## config.mk

```make
export PLATFORM = sky130hd
export DESIGN_NAME = dedup_request_queue
export DESIGN_NICKNAME = d
export VERILOG_FILES = /design/src/hdl/drq_pkg.sv /design/src/hdl/drq_entry_store.sv /design/src/hdl/drq_seq.sv /design/src/hdl/dedup_request_queue.sv
export SDC_FILE = /design/constraint.sdc
export NUM_CORES = 1
export LEC_CHECK = 0
export BUFFER_PORTS_ARGS = -buffer_cell sky130_fd_sc_hd__buf_2
export CORE_ASPECT_RATIO = 0.7
export CORE_MARGIN = 3
export CORE_UTILIZATION = 30
export DETAILED_ROUTE_END_ITERATION = 6
export GPL_ROUTABILITY_DRIVEN = 0
export GPL_TIMING_DRIVEN = 1
export SLEW_MARGIN = 5
export SYNTH_ARGS = -nofsm -noshare
export SYNTH_HDL_FRONTEND = slang
export SYNTH_HIERARCHICAL = 1
export SYNTH_SLANG_ARGS = --single-unit
```

## constraint.sdc

```tcl
create_clock -name aclk -period 5.4 [get_ports aclk]
set_input_delay 0.54 -clock aclk [delete_from_list [all_inputs] [get_ports aclk]]
set_output_delay 0.54 -clock aclk [all_outputs]
set_load 0.01 [all_outputs]
```

## src/hdl/drq_pkg.sv

```systemverilog
// ----------------------------------------------------------------------------
// drq_pkg: shared types and codes of the request queue
// Field widths, command and status codes, the entry and result records,
// and the sequencer state type.
// ----------------------------------------------------------------------------
package drq_pkg;

    localparam int CMD_W     = 2;
    localparam int STATION_W = 5;
    localparam int KIND_W    = 2;
    localparam int TIME_W    = 16;
    localparam int STATUS_W  = 3;
    localparam int OCC_W     = 6;

    localparam logic [CMD_W-1:0] CMD_INSERT = 2'd0;
    localparam logic [CMD_W-1:0] CMD_DELETE = 2'd1;
    localparam logic [CMD_W-1:0] CMD_CLEAR  = 2'd2;

    localparam logic [STATUS_W-1:0] ST_INSERTED  = 3'd0;
    localparam logic [STATUS_W-1:0] ST_DUPLICATE = 3'd1;
    localparam logic [STATUS_W-1:0] ST_FULL      = 3'd2;
    localparam logic [STATUS_W-1:0] ST_DELETED   = 3'd3;
    localparam logic [STATUS_W-1:0] ST_NOT_FOUND = 3'd4;
    localparam logic [STATUS_W-1:0] ST_CLEARED   = 3'd5;

    typedef struct packed {
        logic [TIME_W-1:0]    time_stamp;
        logic [KIND_W-1:0]    kind;
        logic [STATION_W-1:0] station;
    } entry_t;

    typedef struct packed {
        entry_t              head;
        logic                head_valid;
        logic [OCC_W-1:0]    occupancy;
        logic [STATUS_W-1:0] status;
    } result_t;

    typedef enum logic [4:0] {
        S_IDLE   = 5'b00001,
        S_SCAN   = 5'b00010,
        S_APPEND = 5'b00100,
        S_SHIFT  = 5'b01000,
        S_RESULT = 5'b10000
    } state_t;

endpackage

```

## src/hdl/drq_entry_store.sv

```systemverilog
// ----------------------------------------------------------------------------
// drq_entry_store: entry memory of the request queue
// One write port and one registered read port, plus a copy of the entry
// at position zero so that the oldest entry is always at hand.
// ----------------------------------------------------------------------------
module drq_entry_store
    import drq_pkg::*;
#(
    parameter int QUEUE_DEPTH = 32,
    parameter int TIME_WIDTH  = 16
) (
    input  logic                           aclk,
    input  logic                           wr_en,
    input  logic [$clog2(QUEUE_DEPTH)-1:0] wr_addr,
    input  entry_t                         wr_entry,
    input  logic                           rd_en,
    input  logic [$clog2(QUEUE_DEPTH)-1:0] rd_addr,
    output entry_t                         rd_entry,
    output entry_t                         head_entry
);

    localparam int STW = (TIME_WIDTH < TIME_W) ? TIME_WIDTH : TIME_W;
    localparam int EW  = STATION_W + KIND_W + STW;

    logic [EW-1:0] mem [QUEUE_DEPTH];
    logic [EW-1:0] rd_data_reg;
    logic [EW-1:0] head_reg;
    logic [EW-1:0] wr_word;

    assign wr_word = {wr_entry.time_stamp[STW-1:0], wr_entry.kind, wr_entry.station};

    always_ff @(posedge aclk) begin
        if (wr_en) begin
            mem[wr_addr] <= wr_word;
        end
        if (rd_en) begin
            rd_data_reg <= mem[rd_addr];
        end
        if (wr_en && (wr_addr == '0)) begin
            head_reg <= wr_word;
        end
    end

    assign rd_entry.station    = rd_data_reg[STATION_W-1:0];
    assign rd_entry.kind       = rd_data_reg[STATION_W +: KIND_W];
    assign rd_entry.time_stamp = TIME_W'(rd_data_reg[EW-1:STATION_W+KIND_W]);

    assign head_entry.station    = head_reg[STATION_W-1:0];
    assign head_entry.kind       = head_reg[STATION_W +: KIND_W];
    assign head_entry.time_stamp = TIME_W'(head_reg[EW-1:STATION_W+KIND_W]);

endmodule

```

## src/hdl/drq_seq.sv

```systemverilog
// ----------------------------------------------------------------------------
// drq_seq: search and shift sequencer of the request queue
// Walks the held entries one per cycle through the store's read port and a
// single station and kind comparator, then appends, closes a gap, or
// reports, and hands one result record to the output stage.
// ----------------------------------------------------------------------------
module drq_seq
    import drq_pkg::*;
#(
    parameter int QUEUE_DEPTH = 32
) (
    input  logic                           aclk,
    input  logic                           aresetn,
    input  logic                           in_valid,
    output logic                           in_ready,
    input  logic [CMD_W-1:0]               in_command,
    input  entry_t                         in_entry,
    output logic                           wr_en,
    output logic [$clog2(QUEUE_DEPTH)-1:0] wr_addr,
    output entry_t                         wr_entry,
    output logic                           rd_en,
    output logic [$clog2(QUEUE_DEPTH)-1:0] rd_addr,
    input  entry_t                         rd_entry,
    input  entry_t                         head_entry,
    output logic                           res_valid,
    input  logic                           res_ready,
    output result_t                        res
);

    localparam int AW = $clog2(QUEUE_DEPTH);
    localparam int CW = $clog2(QUEUE_DEPTH + 1);

    state_t               state_reg,  state_next;
    logic [CMD_W-1:0]     cmd_reg,    cmd_next;
    entry_t               key_reg,    key_next;
    logic [CW-1:0]        count_reg,  count_next;
    logic [AW-1:0]        idx_reg,    idx_next;
    logic [STATUS_W-1:0]  status_reg, status_next;

    logic                 match;
    logic                 last;
    logic [CW-1:0]        idx_ext;

    assign idx_ext = CW'(idx_reg);
    assign last    = (idx_ext == (count_reg - CW'(1)));
    assign match   = (rd_entry.station == key_reg.station) && (rd_entry.kind == key_reg.kind);

    assign in_ready  = (state_reg == S_IDLE);
    assign res_valid = (state_reg == S_RESULT);
    assign rd_addr   = (state_reg == S_IDLE) ? '0 : (idx_reg + AW'(1));

    always_comb begin
        state_next  = state_reg;
        cmd_next    = cmd_reg;
        key_next    = key_reg;
        count_next  = count_reg;
        idx_next    = idx_reg;
        status_next = status_reg;
        rd_en       = 1'b0;
        wr_en       = 1'b0;
        wr_addr     = idx_reg - AW'(1);
        wr_entry    = rd_entry;

        unique case (state_reg)
            S_IDLE: begin
                if (in_valid) begin
                    cmd_next = in_command;
                    key_next = in_entry;
                    idx_next = '0;
                    case (in_command)
                        CMD_INSERT: begin
                            if (count_reg == '0) begin
                                state_next = S_APPEND;
                            end else begin
                                rd_en      = 1'b1;
                                state_next = S_SCAN;
                            end
                        end
                        CMD_DELETE: begin
                            if (count_reg == '0) begin
                                status_next = ST_NOT_FOUND;
                                state_next  = S_RESULT;
                            end else begin
                                rd_en      = 1'b1;
                                state_next = S_SCAN;
                            end
                        end
                        CMD_CLEAR: begin
                            count_next  = '0;
                            status_next = ST_CLEARED;
                            state_next  = S_RESULT;
                        end
                        default: begin
                            status_next = ST_NOT_FOUND;
                            state_next  = S_RESULT;
                        end
                    endcase
                end
            end
            S_SCAN: begin
                if (match) begin
                    if (cmd_reg == CMD_INSERT) begin
                        status_next = ST_DUPLICATE;
                        state_next  = S_RESULT;
                    end else if (last) begin
                        count_next  = count_reg - CW'(1);
                        status_next = ST_DELETED;
                        state_next  = S_RESULT;
                    end else begin
                        rd_en      = 1'b1;
                        idx_next   = idx_reg + AW'(1);
                        state_next = S_SHIFT;
                    end
                end else if (last) begin
                    if (cmd_reg != CMD_INSERT) begin
                        status_next = ST_NOT_FOUND;
                        state_next  = S_RESULT;
                    end else if (count_reg == CW'(QUEUE_DEPTH)) begin
                        status_next = ST_FULL;
                        state_next  = S_RESULT;
                    end else begin
                        state_next = S_APPEND;
                    end
                end else begin
                    rd_en    = 1'b1;
                    idx_next = idx_reg + AW'(1);
                end
            end
            S_SHIFT: begin
                wr_en = 1'b1;
                if (last) begin
                    count_next  = count_reg - CW'(1);
                    status_next = ST_DELETED;
                    state_next  = S_RESULT;
                end else begin
                    rd_en    = 1'b1;
                    idx_next = idx_reg + AW'(1);
                end
            end
            S_APPEND: begin
                wr_en       = 1'b1;
                wr_addr     = count_reg[AW-1:0];
                wr_entry    = key_reg;
                count_next  = count_reg + CW'(1);
                status_next = ST_INSERTED;
                state_next  = S_RESULT;
            end
            S_RESULT: begin
                if (res_ready) begin
                    state_next = S_IDLE;
                end
            end
            default: begin
                state_next = S_IDLE;
            end
        endcase
    end

    always_comb begin
        res.status     = status_reg;
        res.occupancy  = OCC_W'(count_reg);
        res.head_valid = (count_reg != '0);
        res.head       = (count_reg != '0) ? head_entry : '0;
    end

    always_ff @(posedge aclk) begin
        if (!aresetn) begin
            state_reg <= S_IDLE;
            count_reg <= '0;
        end else begin
            state_reg <= state_next;
            count_reg <= count_next;
        end
        cmd_reg    <= cmd_next;
        key_reg    <= key_next;
        idx_reg    <= idx_next;
        status_reg <= status_next;
    end

    a_count_bound: assert property (@(posedge aclk) disable iff (!aresetn)
        count_reg <= CW'(QUEUE_DEPTH))
        else $error("Queue occupancy exceeds its depth.");

    a_index_held: assert property (@(posedge aclk) disable iff (!aresetn)
        (state_reg == S_SCAN || state_reg == S_SHIFT) |-> (idx_ext < count_reg))
        else $error("Walk index points past the held entries.");

    a_append_grows: assert property (@(posedge aclk) disable iff (!aresetn)
        (state_reg == S_APPEND) |=> (count_reg == ($past(count_reg) + CW'(1))))
        else $error("Append did not grow the queue by one entry.");

    a_insert_head: assert property (@(posedge aclk) disable iff (!aresetn)
        (res_valid && res.status == ST_INSERTED) |-> res.head_valid)
        else $error("Insert reported with an empty queue.");

endmodule

```

## src/hdl/dedup_request_queue.sv

```systemverilog
// One request is in work at a time: a new transfer is taken only once the sequencer is idle
// again. An insert or delete walks the held entries in the entry memory, one entry per cycle,
// and an appending insert then writes the new entry; a clear or an unused command needs no walk.
// Reset (aresetn low, synchronous) empties the queue; entry contents are not cleared.
// A result waits in the output register while the next request is accepted.
// ----------------------------------------------------------------------------
// dedup_request_queue: ordered request queue with duplicate suppression
// Holds (station, kind, time) entries in arrival order, drops duplicate
// inserts, removes matching entries while keeping order, and reports status,
// occupancy and the oldest entry for every request.
// ----------------------------------------------------------------------------
module dedup_request_queue
    import drq_pkg::*;
#(
    parameter int QUEUE_DEPTH = 32,
    parameter int TIME_WIDTH  = 16
) (
    input  logic        aclk,
    input  logic        aresetn,
    input  logic        s_axis_tvalid,
    output logic        s_axis_tready,
    // station [4:0], request_kind [6:5], time_stamp [22:7], zeros above
    input  logic [23:0] s_axis_tdata,
    // command [1:0]
    input  logic [1:0]  s_axis_tuser,
    output logic        m_axis_tvalid,
    input  logic        m_axis_tready,
    // status [2:0], occupancy [8:3], head_station [13:9], head_kind [15:14],
    // head_time [31:16]
    output logic [31:0] m_axis_tdata,
    // head_valid [0]
    output logic [0:0]  m_axis_tuser
);

    localparam int AW = $clog2(QUEUE_DEPTH);

    entry_t          in_entry;
    logic            wr_en;
    logic [AW-1:0]   wr_addr;
    entry_t          wr_entry;
    logic            rd_en;
    logic [AW-1:0]   rd_addr;
    entry_t          rd_entry;
    entry_t          head_entry;
    logic            res_valid;
    logic            res_ready;
    result_t         res;
    result_t         out_reg;
    logic            out_valid_reg;

    assign in_entry.station    = s_axis_tdata[STATION_W-1:0];
    assign in_entry.kind       = s_axis_tdata[STATION_W +: KIND_W];
    assign in_entry.time_stamp = s_axis_tdata[STATION_W+KIND_W +: TIME_W];

    drq_entry_store #(
        .QUEUE_DEPTH (QUEUE_DEPTH),
        .TIME_WIDTH  (TIME_WIDTH)
    ) u_store (
        .aclk       (aclk),
        .wr_en      (wr_en),
        .wr_addr    (wr_addr),
        .wr_entry   (wr_entry),
        .rd_en      (rd_en),
        .rd_addr    (rd_addr),
        .rd_entry   (rd_entry),
        .head_entry (head_entry)
    );

    drq_seq #(
        .QUEUE_DEPTH (QUEUE_DEPTH)
    ) u_seq (
        .aclk       (aclk),
        .aresetn    (aresetn),
        .in_valid   (s_axis_tvalid),
        .in_ready   (s_axis_tready),
        .in_command (s_axis_tuser),
        .in_entry   (in_entry),
        .wr_en      (wr_en),
        .wr_addr    (wr_addr),
        .wr_entry   (wr_entry),
        .rd_en      (rd_en),
        .rd_addr    (rd_addr),
        .rd_entry   (rd_entry),
        .head_entry (head_entry),
        .res_valid  (res_valid),
        .res_ready  (res_ready),
        .res        (res)
    );

    assign res_ready = !out_valid_reg || m_axis_tready;

    always_ff @(posedge aclk) begin
        if (!aresetn) begin
            out_valid_reg <= 1'b0;
        end else if (res_valid && res_ready) begin
            out_valid_reg <= 1'b1;
        end else if (m_axis_tready) begin
            out_valid_reg <= 1'b0;
        end
        if (res_valid && res_ready) begin
            out_reg <= res;
        end
    end

    assign m_axis_tvalid   = out_valid_reg;
    assign m_axis_tdata    = {out_reg.head.time_stamp, out_reg.head.kind,
                              out_reg.head.station, out_reg.occupancy, out_reg.status};
    assign m_axis_tuser[0] = out_reg.head_valid;

endmodule

```

# Word level (Yosys, flattened, before mapping)
# Memory sizes are Yosys's and may differ from the RTL's. A register that Yosys moved wholly into a read port is not among the register bits.
# Cells that the tools add are included.
dict set report totals {
  register_bits 101
  mem_bits_rw 736
  input_bits 30
  output_inout_bits 35
  wordCells 113
  memories 1
}
dict set report classes {
  n_addsub 4
  n_eq_ne 22
  n_mux 49
  n_reduce_logical 21
}
# memory depth width rd rd_ports_with_merged_regs wr line_no
set memory_table {}
lappend memory_table {u_store.mem 32 23 1 1 1 drq_entry_store.sv:25} ;# logic [EW-1:0] mem [QUEUE_DEPTH];
# op count
set op_table {}
lappend op_table {{5-bit 2-to-1 mux} 16}
lappend op_table {{6-bit 2-to-1 mux} 5}
lappend op_table {{3-bit 2-to-1 mux} 9}
lappend op_table {{5-bit one-hot mux with 5 select lines} 1}
lappend op_table {{6-bit one-hot mux with 4 select lines} 1}
lappend op_table {{23-bit 2-to-1 mux} 1}
lappend op_table {{5-bit one-hot mux with 3 select lines} 1}
lappend op_table {{3-bit one-hot mux with 4 select lines} 1}
lappend op_table {{1-bit 2-to-1 mux} 11}
lappend op_table {{5-bit one-hot mux with 2 select lines} 1}
lappend op_table {{3-bit one-hot mux with 3 select lines} 1}
lappend op_table {{2-bit by 1-bit != test with 1-bit output (second input constant)} 4}
lappend op_table {{6-bit by 1-bit adder with 6-bit output (second input constant)} 1}
lappend op_table {{5-bit by 6-bit == test with 1-bit output} 1}
lappend op_table {{6-bit == test (second input constant)} 1}
lappend op_table {{6-bit logical NOT} 1}
lappend op_table {{2-bit != test (second input constant)} 3}
lappend op_table {{6-bit AND reduction} 1}
lappend op_table {{6-bit nonzero test} 1}
lappend op_table {{6-bit by 1-bit subtractor with 6-bit output (second input constant)} 1}
lappend op_table {{5-bit by 1-bit adder with 5-bit output (second input constant)} 1}
lappend op_table {{5-bit by 1-bit == test with 1-bit output (second input constant)} 1}
lappend op_table {{5-bit by 2-bit == test with 1-bit output (second input constant)} 1}
lappend op_table {{5-bit by 3-bit == test with 1-bit output (second input constant)} 1}
lappend op_table {{25 further kinds} 30}

# Depth between registers and ports, before layout
dict set report depth {
  word_depth 6
  ltp_mapped 12
  ltp_nobuf 8
}

# Cells and area by module
# The synthesis kept the hierarchy.
# module instances cells_each area_per_inst_um2 seq_area_each_um2
set modules_own_cells {}
lappend modules_own_cells {drq_entry_store 1 1643 30167.7 23482.5}
lappend modules_own_cells {drq_seq 1 303 2910.3 1211.2}
lappend modules_own_cells {dedup_request_queue 1 38 1048.5 1011.0}

# Worst setup path before layout
# Ideal clock, no wire load.
dict set report synth_timing {
  path_type {reg-to-reg}
  startpoint {register u_seq.count_reg[0]}
  endpoint {register u_store.rd_data_reg[0] (netlist: u_store/rd_entry[0]), read port of u_store.mem, enable pin}
  setup_ns 0.435
  t_arrival_ns 3.358
  setup_slack_ns 1.607
  stages_incl_launch_ff 10
  path_buffers 2
  synth_period_minus_slack_ns 3.793
  cell_sequence {dfxtp_1 -> buf_6 -> inv_1 -> ha_1 -> nor3b_1 -> xnor2_1 -> nor4_4 -> and2_2 -> clkbuf_2 -> o21ai_0}
}
dict set report synth_between {
  elab_chain_cells 6
  elab_cells_between_ends 10
}
# item line_no
set synth_rtl {}
lappend synth_rtl {{start, declared} drq_seq.sv:36} ;# logic [CW-1:0] count_reg, count_next;
lappend synth_rtl {{start signal, assigned} drq_seq.sv:172} ;# count_reg <= count_next;
lappend synth_rtl {{6-bit by 1-bit subtractor with 6-bit output} drq_seq.sv:45} ;# assign last = (idx_ext == (count_reg - CW'(1)));
lappend synth_rtl {{5-bit by 6-bit == test with 1-bit output} drq_seq.sv:45}
lappend synth_rtl {{1-bit 2-to-1 mux} {drq_seq.sv:105, drq_seq.sv:114, drq_seq.sv:131}}
lappend synth_rtl {{1-bit 2-to-1 mux} drq_seq.sv:102} ;# if (cmd_reg == CMD_INSERT) begin
lappend synth_rtl {{1-bit 2-to-1 mux} drq_seq.sv:101} ;# if (match) begin
lappend synth_rtl {{1-bit one-hot mux with 3 select lines *} drq_seq.sv:64} ;# unique case (state_reg)
lappend synth_rtl {{net rd_en} dedup_request_queue.sv:41} ;# logic rd_en;
lappend synth_rtl {{end, declared} drq_entry_store.sv:26} ;# logic [EW-1:0] rd_data_reg;
# Mark *: on every way through the listed nets, which the timed path passes. The rest lies on a longest branch.
# A chain may end at the register's enable or synchronous reset.

# Final worst setup path
dict set report layout_timing {
  startpoint {register u_seq.state_reg[0]}
  endpoint {register u_store.rd_data_reg[0] (netlist: u_store/rd_entry[0]), read port of u_store.mem, data pin}
}
dict set report layout_between {
  elab_chain_cells 2
  elab_cells_between_ends 5
}
# item line_no
set layout_rtl {}
lappend layout_rtl {{start, declared} drq_seq.sv:33} ;# state_t state_reg, state_next;
lappend layout_rtl {{start signal, assigned} drq_seq.sv:171} ;# state_reg <= state_next;
lappend layout_rtl {{5-bit by 1-bit == test with 1-bit output} drq_seq.sv:50} ;# assign rd_addr = (state_reg == S_IDLE) ? '0 : (idx_reg + AW'(1));
lappend layout_rtl {{5-bit 2-to-1 mux} drq_seq.sv:50}
lappend layout_rtl {{net rd_addr[2]} dedup_request_queue.sv:42} ;# logic [AW-1:0] rd_addr;
# The timed path passes the listed nets, and every way through them passes these cells.

==> results.sh <==
export IMPL_cts_root_buf="clkbuf_16"
export IMPL_crit_required_ps=5720
export IMPL_synth_xor_area_frac=0.00719
export IMPL_clk_latency_ps=640
export IMPL_irDropWorstVdd_v=0.000423
export IMPL_finalClockSkew_ps=26.0
export IMPL_p_sw_mw=6.39
export IMPL_report_final_slew_viol_count=0
export IMPL_regMostFlops="u_store/mem"
export IMPL_fin_crit_ps=4220
export IMPL_antenna_found_initial=1
export IMPL_multi_input_area_sq_um=7790
export IMPL_synthArstFlopShare=0
export IMPL_switching_share=0.331
export IMPL_vias_per_cell=5.02
export IMPL_io_pins=65
export IMPL_netlist_instances=1984
export IMPL_end_kind="flop"
export IMPL_antennaDiodeCount=0
export IMPL_die_w_um=409
export IMPL_drc_errors=1
export IMPL_grt_max_degree=155
export IMPL_nets=2102
export IMPL_ys_flop_type="edfxtp_1"
export IMPL_clkPwrFrac=0.292
export IMPL_synth_area_per_cell_sq_um=17.2
export IMPL_grt_usage=0.140
export IMPL_post_dp_hpwl_um=47000
export IMPL_nFillCells=10400
export IMPL_grt_setup_unrepaired="false"
export IMPL_dp_cells=3497
export IMPL_drt_wirelength_per_cell_um=23.2
export IMPL_status="complete, but fails checks"
export IMPL_cap_violations=0
export IMPL_h_tree_depth=3
export IMPL_crit_path_max_fanout=92
export IMPL_yosysWarnings=6
export IMPL_cts_setup_buffers=0
export IMPL_grt_pass1_wl_um=121000
export IMPL_finalSetupViolations=0
export IMPL_synth_distinct_cells=63
export IMPL_worst_pin_slew_ps=1180
export IMPL_grt_overflow=0
export IMPL_largest_reg_flops=736
export IMPL_cts_resized=0
export IMPL_num_rows=102
export IMPL_drt_pre_antenna_iters=7
export IMPL_combPwrFrac=0.301
export IMPL_min_path_type="in2reg"
export IMPL_path_clk_slew_ps=60
export IMPL_numCtsBuffers=77
export IMPL_internal_power_mw=12.9
export IMPL_via_count=18300
export IMPL_crit_path_start_kind="flop"
export IMPL_synth_top_area_cell="edfxtp_1"
export IMPL_synth_top_family_by_area="multiplexers"
export IMPL_syn_num_nets=2018
export IMPL_synthSimpleGateAreaFrac=0.0458
export IMPL_clock_path_buffers=3
export IMPL_fin_crit_sh=0.781
export IMPL_hold_buffers=0
export IMPL_synth_compound_gate_area_share=0.0535
export IMPL_start_util=0.306
export IMPL_dieArea_sq_um=118000
export IMPL_hold_violations=0
export IMPL_leakagePower_nw=12.2
export IMPL_clock_sinks=860
export IMPL_cts_tree="done"
export IMPL_setup_tns_ps=0
export IMPL_io_buffers=63
export IMPL_arrival_ps=4540
export IMPL_synth_fa_ha_area_frac=0.00147
export IMPL_ant_nets=0
export IMPL_die_h_um=288
export IMPL_syn_to_final_growth_pct=13.9
export IMPL_seqPwrFrac=0.407
export IMPL_seq_area_sq_um=25700
export IMPL_path_class="reg2reg"
export IMPL_slew_headroom=0.216
export IMPL_max_freq_ghz=0.237
export IMPL_synth_area_sq_um=34100
export IMPL_core_area_sq_um=112000
export IMPL_synth_area_mux_share=0.116
export IMPL_grt_pass1_vias=18000
export IMPL_drive_gt1_frac=0.150
export IMPL_drtIter0Drc=2338
export IMPL_synth_top_area_frac=0.746
export IMPL_ys_seq_area_frac=0.753
export IMPL_synthTopCellsByArea="edfxtp_1, mux2i_1, a22oi_1"
export IMPL_ys_seq_elements=860
export IMPL_violations="DRC"
export IMPL_synth_edf_count=848
export IMPL_pwr_density_cell_nw_per_um2=496
export IMPL_final_cells=3637
export IMPL_finalWirelength_um=84200
[layout make-up]
class	instances	area share
sequential	860	0.661
clock buffer	99	0.0539
timing repair buffer	122	0.0221
clock inverter	41	0.0125
tap	1508	0.0485
inverter	13	0.00126
multi-input combinational	994	0.200
[worst max-delay path, cell delays in order (launching register included)]
cell	delay, ps
dfxtp_1	460
or4b_1	560
nor2_1	640
nor2_1	300
nor2b_4	190
buf_12	490
a22o_1	230
nor3_1	90
a31oi_1	730
nand3_1	170
[path summary, 6_finish.rpt]
path                                    from                            end  slack, ps  cells past startpoint
min                         s_axis_tdata[21]    u_seq/key_reg[21]$_DFFE_PP_         80                      1
min reg2reg    u_seq/status_reg[0]$_DFFE_PP_      m_axis_tdata[0]$_DFFE_PP_        460                      0
max reg2reg  u_seq/state_reg[0]$_SDFFE_PN1P_  u_store/rd_entry[0]$_DFFE_PP_       1180                      9
max          u_seq/state_reg[0]$_SDFFE_PN1P_  u_store/rd_entry[0]$_DFFE_PP_       1180                      9
[power groups by stage]
stage	sequential [mW]	clock [mW]	combinational, mW
2_1_floorplan	7.91	0	3.96
3_3_place_gp	7.98	0	5.62
3_5_place_dp	7.98	0	5.70
4_1_cts	7.84	5.76	5.72
5_1_grt	7.85	6.04	6.20
6_report	7.85	5.64	5.81
[metal layers]
layer | share of wire | track usage
met5 | 0 | 0
met4 | 0.019 | 0.0350
met3 | 0.10 | 0.0402
met2 | 0.43 | 0.201
met1 | 0.45 | 0.207
[metrics by stage]
| step | utilization | hold WS (ps) | power [mW] | setup slack [ps] | cell area (sq um) |
|---|---|---|---|---|---|
| CTS | 0.348 | 22.3 | 19.3 | 1320 | 38900 |
| detailed placement | 0.325 | 445 | 13.7 | 1340 | 36300 |
| floorplan | - | 406 | 11.9 | 1610 | 34100 |
| global placement | 0.325 | 462 | 13.6 | 1380 | 36300 |
| global route | 0.348 | 36.1 | 20.1 | 960 | 38900 |
| finish | 0.348 | 76.0 | 19.3 | 1180 | 38900 |
[cells in the mapped netlist, types with 3 or more instances]
library cell  count
a211oi_1          3
or2_2             3
nand3b_1          9
buf_4            26
edfxtp_1        848
nor4_1            4
or3_1             3
or3b_2            3
buf_8             5
a31oi_1          25
a21oi_1          59
nand4_1          24
nand2_1          64
inv_1            13
xnor2_1          20
mux2_2           23
xor2_1            8
ha_1              4
dfxtp_1          12
mux2i_1         371
nor3_1           32
nand3_1          56
clkbuf_1         45
buf_2            21
buf_6            13
a22oi_1          93
a22o_1           46
and3_1            4
o21ai_0          10
buf_1             6
o22ai_1           7
nor2_1           64
nor2b_1          26
[cell families (layout without fill, tap and decap cells)]
| logic type | after synthesis | count (layout) |
|---|---|---|
| muxes | 394 | 394 |
| DFF | 860 | 860 |
| and+or+nand+nor | 308 | 308 |
| AOI/OAI and AO/OA | 260 | 260 |
| xor gates and xnor gates | 28 | 28 |
| adders and majority gates | 4 | 4 |
| buffers and inverters | 130 | 275 |
[cells in the final DEF, fill, tap and decap left out, types with 9 or more instances in the layout]
master,instances
bufinv_16,10
xnor2_1,20
mux2_2,23
a31oi_1,25
o21ai_0,9
nor3_1,32
nand3_1,55
a22oi_1,93
mux2i_1,371
nor2_2,36
inv_1,13
a22o_1,46
nand3b_1,9
clkinv_2,16
a21oi_1,59
dfxtp_1,12
nor2b_1,24
buf_2,63
clkbuf_16,81
nand4_1,24
clkbuf_1,18
edfxtp_1,848
buf_4,51
nor2_1,26
nand2_1,64
(Power assumes the default switching activity.)
